===== src/rled_pkg.sv =====
`default_nettype none

package rled_pkg;

    // Longest run before it is closed and restarted
    localparam int MAX_RUN       = 65535;
    localparam int COUNT_BITS    = 16;
    localparam int LENGTH_BITS   = 32;
    // Decimal digits needed for a count up to MAX_RUN
    localparam int DIGITS        = 5;
    localparam int NDIG_BITS     = 3;
    // Command queue between the run tracker and the digit emitter
    localparam int FIFO_DEPTH    = 4;
    localparam int FIFO_PTR_BITS = 2;
    localparam int FIFO_CNT_BITS = 3;
    localparam logic [7:0] ASCII_ZERO = 8'h30;
    localparam logic [LENGTH_BITS-1:0] LEN_MAX = {LENGTH_BITS{1'b1}};

    typedef logic [DIGITS-1:0][3:0] bcd_t;

    typedef struct packed {
        logic [7:0] symbol;
        logic       last;
    } item_t;

    typedef struct packed {
        logic [7:0] out_symbol;
        logic       item_end;
        logic       string_end;
        logic       use_original;
    } result_t;

    // One closed run to be written out as symbol plus decimal count
    typedef struct packed {
        logic [7:0]             symbol;
        bcd_t                   bcd;
        logic [NDIG_BITS-1:0]   ndig;
        logic                   item_end;
        logic                   string_end;
        logic [LENGTH_BITS-1:0] orig_len;
    } cmd_t;

    // Up to two commands produced by one accepted word
    typedef struct packed {
        logic a_valid;
        logic b_valid;
        cmd_t a;
        cmd_t b;
    } cmd_push_t;

    function automatic bcd_t bcd_inc(input bcd_t v);
        bcd_t r;
        logic c;
        r = v;
        c = 1'b1;
        for (int i = 0; i < DIGITS; i++)
        begin
            if (c)
            begin
                if (r[i] == 4'd9)
                begin
                    r[i] = 4'd0;
                end
                else
                begin
                    r[i] = r[i] + 4'd1;
                    c = 1'b0;
                end
            end
        end
        return r;
    endfunction

    // Number of significant digits, at least one
    function automatic logic [NDIG_BITS-1:0] bcd_ndig(input bcd_t v);
        logic [NDIG_BITS-1:0] n;
        n = NDIG_BITS'(1);
        for (int i = 1; i < DIGITS; i++)
        begin
            if (v[i] != 4'd0)
            begin
                n = NDIG_BITS'(i + 1);
            end
        end
        return n;
    endfunction

    function automatic logic [LENGTH_BITS-1:0] sat_inc(input logic [LENGTH_BITS-1:0] v);
        return (v == LEN_MAX) ? LEN_MAX : v + 1'b1;
    endfunction

endpackage

`default_nettype wire


===== src/rled_front.sv =====
`default_nettype none

module rled_front
    import rled_pkg::*;
(
    input  wire logic      clk,
    input  wire logic      rst_n,
    input  wire logic      accept,
    input  wire item_t     item,
    output cmd_push_t      cmds
);

    logic [7:0]             run_sym_reg,  run_sym_next;
    logic [COUNT_BITS-1:0]  run_cnt_reg,  run_cnt_next;
    bcd_t                   run_bcd_reg,  run_bcd_next;
    logic                   run_open_reg, run_open_next;
    logic [LENGTH_BITS-1:0] orig_reg,     orig_next;

    logic                   extend;
    logic [LENGTH_BITS-1:0] orig_inc;
    logic [7:0]             new_sym;
    logic [COUNT_BITS-1:0]  new_cnt;
    bcd_t                   new_bcd;

    // Classify the word: extend the open run or close it and start anew
    always_comb
    begin
        orig_inc = sat_inc(orig_reg);
        extend   = run_open_reg && (item.symbol == run_sym_reg)
                   && (run_cnt_reg < COUNT_BITS'(MAX_RUN));
        if (extend)
        begin
            new_sym = run_sym_reg;
            new_cnt = run_cnt_reg + 1'b1;
            new_bcd = bcd_inc(run_bcd_reg);
        end
        else
        begin
            new_sym = item.symbol;
            new_cnt = COUNT_BITS'(1);
            new_bcd = bcd_t'(1);
        end

        // Close the previous run
        cmds.a_valid      = accept && run_open_reg && !extend;
        cmds.a.symbol     = run_sym_reg;
        cmds.a.bcd        = run_bcd_reg;
        cmds.a.ndig       = bcd_ndig(run_bcd_reg);
        cmds.a.item_end   = !item.last;
        cmds.a.string_end = 1'b0;
        cmds.a.orig_len   = orig_inc;

        // Close the run left open at the end of the string
        cmds.b_valid      = accept && item.last;
        cmds.b.symbol     = new_sym;
        cmds.b.bcd        = new_bcd;
        cmds.b.ndig       = bcd_ndig(new_bcd);
        cmds.b.item_end   = 1'b1;
        cmds.b.string_end = 1'b1;
        cmds.b.orig_len   = orig_inc;

        run_sym_next  = run_sym_reg;
        run_cnt_next  = run_cnt_reg;
        run_bcd_next  = run_bcd_reg;
        run_open_next = run_open_reg;
        orig_next     = orig_reg;
        if (accept)
        begin
            if (item.last)
            begin
                run_sym_next  = '0;
                run_cnt_next  = '0;
                run_bcd_next  = '0;
                run_open_next = 1'b0;
                orig_next     = '0;
            end
            else
            begin
                run_sym_next  = new_sym;
                run_cnt_next  = new_cnt;
                run_bcd_next  = new_bcd;
                run_open_next = 1'b1;
                orig_next     = orig_inc;
            end
        end
    end

    // Hold the run state
    always_ff @(posedge clk or negedge rst_n)
    begin
        if (!rst_n)
        begin
            run_sym_reg  <= '0;
            run_cnt_reg  <= '0;
            run_bcd_reg  <= '0;
            run_open_reg <= 1'b0;
            orig_reg     <= '0;
        end
        else
        begin
            run_sym_reg  <= run_sym_next;
            run_cnt_reg  <= run_cnt_next;
            run_bcd_reg  <= run_bcd_next;
            run_open_reg <= run_open_next;
            orig_reg     <= orig_next;
        end
    end

    a_open_count: assert property (@(posedge clk) disable iff (!rst_n)
        run_open_reg |-> (run_cnt_reg != '0 && run_cnt_reg <= COUNT_BITS'(MAX_RUN)))
        else $error("open run with count out of range");

    a_closed_clear: assert property (@(posedge clk) disable iff (!rst_n)
        !run_open_reg |-> (run_cnt_reg == '0 && run_bcd_reg == '0))
        else $error("closed run left a count behind");

endmodule

`default_nettype wire


===== src/rled_cmd_fifo.sv =====
`default_nettype none

module rled_cmd_fifo
    import rled_pkg::*;
(
    input  wire logic      clk,
    input  wire logic      rst_n,
    input  wire cmd_push_t cmds,
    input  wire logic      pop,
    output logic           room2,
    output logic           head_valid,
    output cmd_t           head
);

    cmd_t                     mem [FIFO_DEPTH];
    logic [FIFO_PTR_BITS-1:0] wr_ptr_reg, wr_ptr_next;
    logic [FIFO_PTR_BITS-1:0] rd_ptr_reg, rd_ptr_next;
    logic [FIFO_CNT_BITS-1:0] count_reg,  count_next;
    logic [FIFO_PTR_BITS-1:0] wr_ptr_plus;
    logic [1:0]               npush;
    cmd_t                     e0;

    // Pack up to two commands into consecutive slots
    always_comb
    begin
        wr_ptr_plus = wr_ptr_reg + 1'b1;
        npush       = {1'b0, cmds.a_valid} + {1'b0, cmds.b_valid};
        e0          = cmds.a_valid ? cmds.a : cmds.b;
        wr_ptr_next = wr_ptr_reg + npush;
        rd_ptr_next = rd_ptr_reg + {{(FIFO_PTR_BITS-1){1'b0}}, pop};
        count_next  = count_reg + {{(FIFO_CNT_BITS-2){1'b0}}, npush}
                      - {{(FIFO_CNT_BITS-1){1'b0}}, pop};
        room2       = count_reg <= FIFO_CNT_BITS'(FIFO_DEPTH - 2);
        head_valid  = count_reg != '0;
        head        = mem[rd_ptr_reg];
    end

    // Write the slots
    always_ff @(posedge clk)
    begin
        if (npush != 2'd0)
        begin
            mem[wr_ptr_reg] <= e0;
        end
        if (npush == 2'd2)
        begin
            mem[wr_ptr_plus] <= cmds.b;
        end
    end

    // Advance the pointers
    always_ff @(posedge clk or negedge rst_n)
    begin
        if (!rst_n)
        begin
            wr_ptr_reg <= '0;
            rd_ptr_reg <= '0;
            count_reg  <= '0;
        end
        else
        begin
            wr_ptr_reg <= wr_ptr_next;
            rd_ptr_reg <= rd_ptr_next;
            count_reg  <= count_next;
        end
    end

    a_no_overflow: assert property (@(posedge clk) disable iff (!rst_n)
        count_reg <= FIFO_CNT_BITS'(FIFO_DEPTH))
        else $error("command queue overflow");

    a_no_underflow: assert property (@(posedge clk) disable iff (!rst_n)
        pop |-> count_reg != '0)
        else $error("command queue popped while empty");

endmodule

`default_nettype wire


===== src/rled_back.sv =====
`default_nettype none

module rled_back
    import rled_pkg::*;
(
    input  wire logic  clk,
    input  wire logic  rst_n,
    input  wire logic  head_valid,
    input  wire cmd_t  head,
    output logic       cmd_pop,
    output logic       empty,
    input  wire logic  pop,
    output result_t    result
);

    logic [NDIG_BITS-1:0]   pos_reg,  pos_next;
    logic [LENGTH_BITS-1:0] comp_reg, comp_next;
    logic                   out_valid_reg, out_valid_next;
    result_t                out_reg;
    result_t                word;
    logic                   advance;
    logic                   done;
    logic [NDIG_BITS-1:0]   dig_idx;
    logic [3:0]             digit;
    logic [LENGTH_BITS-1:0] comp_inc;

    // One word per cycle unless stalled: the symbol, then digits MSB first
    always_comb
    begin
        advance  = head_valid && (!out_valid_reg || pop);
        done     = pos_reg == head.ndig;
        dig_idx  = head.ndig - pos_reg;
        case (dig_idx)
            3'd0:    digit = head.bcd[0];
            3'd1:    digit = head.bcd[1];
            3'd2:    digit = head.bcd[2];
            3'd3:    digit = head.bcd[3];
            3'd4:    digit = head.bcd[4];
            default: digit = 4'd0;
        endcase
        comp_inc = sat_inc(comp_reg);

        word.out_symbol   = (pos_reg == '0) ? head.symbol : (ASCII_ZERO | {4'd0, digit});
        word.item_end     = done && head.item_end;
        word.string_end   = done && head.string_end;
        word.use_original = done && head.string_end && (comp_inc >= head.orig_len);

        cmd_pop        = advance && done;
        pos_next       = pos_reg;
        comp_next      = comp_reg;
        out_valid_next = out_valid_reg;
        if (advance)
        begin
            pos_next       = done ? '0 : pos_reg + 1'b1;
            comp_next      = word.string_end ? '0 : comp_inc;
            out_valid_next = 1'b1;
        end
        else if (pop)
        begin
            out_valid_next = 1'b0;
        end

        empty  = !out_valid_reg;
        result = out_reg;
    end

    // Hold the output word
    always_ff @(posedge clk)
    begin
        if (advance)
        begin
            out_reg <= word;
        end
    end

    always_ff @(posedge clk or negedge rst_n)
    begin
        if (!rst_n)
        begin
            pos_reg       <= '0;
            comp_reg      <= '0;
            out_valid_reg <= 1'b0;
        end
        else
        begin
            pos_reg       <= pos_next;
            comp_reg      <= comp_next;
            out_valid_reg <= out_valid_next;
        end
    end

    a_pos_in_range: assert property (@(posedge clk) disable iff (!rst_n)
        head_valid |-> pos_reg <= head.ndig)
        else $error("digit position past the count");

    a_string_end_clears: assert property (@(posedge clk) disable iff (!rst_n)
        (advance && word.string_end) |=> comp_reg == '0)
        else $error("compressed length not cleared at end of string");

endmodule

`default_nettype wire


===== src/run_length_encode_decimal.sv =====
`default_nettype none

// Run-length encoder with decimal counts. Bytes of a string are pushed one
// per word, with last set on the final byte. Each closed run comes out as its
// symbol followed by the count in ASCII decimal, most significant digit first;
// runs longer than 65535 are split. The final word of a string carries
// string_end and use_original, which is set when the encoded form is not
// shorter than the original. A byte is taken whenever the internal
// four-entry command queue has room for two commands; the output side
// produces one word per cycle while a command waits and the output word is
// free or popped, writing a run as its symbol word and one word per digit.
// A closed run is held first in the command queue and then in the output
// word register before it reaches the outputs.
module run_length_encode_decimal
    import rled_pkg::*;
(
    input  wire logic    clk,
    input  wire logic    rst_n,
    input  wire logic    push,
    output logic         full,
    input  wire item_t   item,
    output logic         empty,
    input  wire logic    pop,
    output result_t      result
);

    cmd_push_t cmds;
    logic      room2;
    logic      head_valid;
    cmd_t      head;
    logic      cmd_pop;
    logic      accept;

    assign full   = !room2;
    assign accept = push && room2;

    rled_front u_front (
        .clk    (clk),
        .rst_n  (rst_n),
        .accept (accept),
        .item   (item),
        .cmds   (cmds)
    );

    rled_cmd_fifo u_fifo (
        .clk        (clk),
        .rst_n      (rst_n),
        .cmds       (cmds),
        .pop        (cmd_pop),
        .room2      (room2),
        .head_valid (head_valid),
        .head       (head)
    );

    rled_back u_back (
        .clk        (clk),
        .rst_n      (rst_n),
        .head_valid (head_valid),
        .head       (head),
        .cmd_pop    (cmd_pop),
        .empty      (empty),
        .pop        (pop),
        .result     (result)
    );

endmodule

`default_nettype wire

===== config.mk =====
export PLATFORM = sky130hd
export DESIGN_NAME = run_length_encode_decimal
export DESIGN_NICKNAME = d
export VERILOG_FILES = /design/src/rled_pkg.sv /design/src/rled_front.sv /design/src/rled_cmd_fifo.sv /design/src/rled_back.sv /design/src/run_length_encode_decimal.sv
export SDC_FILE = /design/constraint.sdc
export NUM_CORES = 1
export LEC_CHECK = 0
export BUFFER_PORTS_ARGS = -buffer_cell sky130_fd_sc_hd__clkbuf_2
export CAP_MARGIN = 20
export CORE_MARGIN = 5
export CORE_UTILIZATION = 44
export CTS_BUF_LIST = sky130_fd_sc_hd__clkbuf_16
export DETAILED_ROUTE_END_ITERATION = 12
export PLACE_DENSITY_LB_ADDON = 0.05
export SYNTH_ARGS = -nofsm -noshare
export SYNTH_HDL_FRONTEND = slang
export SYNTH_HIERARCHICAL = 1
export SYNTH_SLANG_ARGS = --single-unit

===== constraint.sdc =====
create_clock -name clk -period 13.85 [get_ports clk]
set_input_delay 0.6925 -clock clk [delete_from_list [all_inputs] [get_ports clk]]
set_output_delay 0.6925 -clock clk [all_outputs]
set_load 0.02 [all_outputs]

==> results.json <==
{
  "path_clk_slew_ns": 0.06,
  "final_cells": 2836,
  "worstSetupPathType": "flip-flop to flip-flop",
  "clkSinkCount": 391,
  "synth_area_leaders": "edfxtp_1 34%, dfrtp_1 13%, o221ai_1 9.2%, mux4_2 6.5%, nand2_1 4.0%",
  "dp_cells": 2750,
  "die-area_sq_um": 59200,
  "timing_hold_violations_final": 0,
  "pwr_density_cell_nw_per_um2": 164,
  "yosysSeqAreaShare_pct": 46.5,
  "drt_wl_total_um": 67200,
  "min_period_ns": 5.11,
  "detailed_place_hpwl_um": 41000,
  "crit_path_end_kind": "flip-flop",
  "yosysWarnings": 6,
  "synth_edf_count": 271,
  "largest_reg_flops": 260,
  "avgRoutedWirePerCell_um": 23.7,
  "grt_max_degree": 108,
  "rows": 85,
  "io_pins": 26,
  "tns_ns": 0,
  "worst_slew_pin_slew_ns": 1.15,
  "drv_slew": 0,
  "vias": 18188,
  "numCtsBuffers": 46,
  "clk_latency_ns": 0.59,
  "maxCapViolations": 0,
  "root_buffer": "clkbuf_16",
  "placement.io_buffers": 25,
  "layout-drive-gt1-share_pct": 12.4,
  "layout_common_cells": "271 x edfxtp_1, 254 x nand2_1, 253 x o221ai_1, 141 x nand2b_1, 117 x dfrtp_1",
  "hp-class": "input pin to async pin",
  "cts_resized": 0,
  "die_w_um": 243,
  "drc": 0,
  "rsz0062_at_grt": "false",
  "final_antenna_net_count": 0,
  "finClkSkew_ns": 0.0308,
  "start_util_pct": 44.5,
  "grt_pass1_vias": 17428,
  "layout_commonest_cell": "edfxtp_1",
  "syn_avg_cell_area_sq_um": 10.8,
  "dr.first_iter.drc_count": 1469,
  "slew_headroom_pct": 23.6,
  "areaGrowthSynthToFinish_pct": 6.78,
  "timing.final.crit_share_pct": 36.9,
  "synthFlopType": "edfxtp_1",
  "syn-cell-area_sq_um": 24000,
  "setup_violations": 0,
  "tritoncts": "done",
  "die_y_um": 243,
  "status": "finished, final reports clean",
  "async_flop_share_pct": 30.7,
  "critPathMaxFanout": 62,
  "cts_hold_buf": 0,
  "grt_antenna_before_repair": 0,
  "crit_arrival_ns": 5.30,
  "max-vdd-ir-drop_v": 0.0000922,
  "rr_worst_depth": 11,
  "overflow": 0,
  "clockBufferDepth": 3,
  "synthCells": 2222,
  "nets": 2173,
  "synth_area_leader_cell": "edfxtp_1",
  "p_leak_uw": 0.00910,
  "grt_first_pass_wirelength_um": 104000,
  "vias_per_cell": 6.41,
  "synth_seq_cells": 391,
  "start_kind": "flip-flop",
  "postCtsSetupBuffers": 0,
  "yosysTopAreaCellShare_pct": 34.0,
  "fmax_mhz": 196,
  "grt_usage_pct": 22.1,
  "htreeDepth": 2,
  "hold_slack_ns": 0.122,
  "cp.required_ns": 14.03,
  "place_congestion": 0.816,
  "core-area_sq_um": 53900,
  "yosysUniqueCellTypes": 93,
  "drt_pass1_iterations": 5,
  "diodes": 0
}
==> cells in the mapped netlist, drive strengths merged, types with 23 or more instances <==
cell	number
edfxtp	271
o221ai	263
nand2	256
buf	158
nand2b	142
dfrtp	120
a21oi	86
inv	78
nor2	70
mux4	69
clkbuf	67
nand3	67
o21ai	66
ha	55
nor3	48
nand4	43
xnor2	43
a31oi	35
and3	32
nor2b	23
==> power breakdown <==
part / internal, uW / switching, uW
Clock: 762 / 499
Sequential: 1470 / 123
Combinational: 545 / 812
==> metal layers <==
metal / vias to the layer above / track usage [%] / routed length [um]
li1: 8404 / - / -
met1: 9058 / 32.1 / 30500
met2: 634 / 34.0 / 30600
met3: 92 / 4.86 / 4900
met4: 0 / 5.06 / 1280
met5: - / 0 / 0
==> through the flow <==
stage	instance area (sq um)	worst slack [ns]	power (uW)	util (%)
after floorplan	24000	5.96	2590	-
after global placement	24000	8.60	2960	44.6
after detailed placement	24000	8.50	2990	44.6
after CTS	25600	8.71	4260	47.4
after global routing	25600	8.33	4430	47.5
final	25600	8.74	4210	47.5
==> path summary, 6_finish.rpt <==
kind,start,endpoint,slack [ns]
worst max register to register,u_front/run_cnt_reg[0]$_DFFE_PN0P_,u_fifo/mem[3][14]$_DFFE_PP_,8.74
min in group clk,pop,u_back/out_valid_reg$_DFFE_PN0P_,0.40
worst max-delay path,u_front/run_cnt_reg[0]$_DFFE_PN0P_,u_fifo/mem[3][14]$_DFFE_PP_,8.74
max in group asynchronous,rst_n,u_fifo/wr_ptr_reg[1]$_DFF_PN0_,12.55
worst min register to register,u_fifo/count_reg[2]$_DFF_PN0_,u_fifo/count_reg[2]$_DFF_PN0_,0.49
worst min-delay path,rst_n,u_back/comp_reg[27]$_DFFE_PN0P_,0.12
==> worst max-delay path, stage by stage, from the launching register on <==
cell and delay [ns]:
dfrtp_1 0.39, ha_1 0.19, nand3_1 0.18, nor2_1 0.32
nand3_1 0.15, nand2_1 0.10, buf_4 0.24, and3_4 0.67
ha_1 0.52, nand2b_4 0.47, a21boi_4 0.56, buf_4 0.84
==> logic make-up after synthesis <==
kind of cell,after synthesis,synth area share (%)
AO/OA/AOI/OAI,567,18.0
XOR/XNOR,60,2.19
flip-flops,391,46.5
buffers and inverters,304,6.50
AND/OR/NAND/NOR,765,16.9
other,2,0.0313
multiplexers,76,6.81
adder cells (fa/ha/maj),57,3.04
==> layout make-up <==
class,instances,area [sq um]
repair buffers,57,375
inverters,79,297
multi-input cells,1528,11300
fillers,4918,28300
flip-flops and latches,391,11200
clock inverters,38,374
clock buffers,47,1180
well taps,696,871
Note: power is estimated with default switching activity, not from simulation.
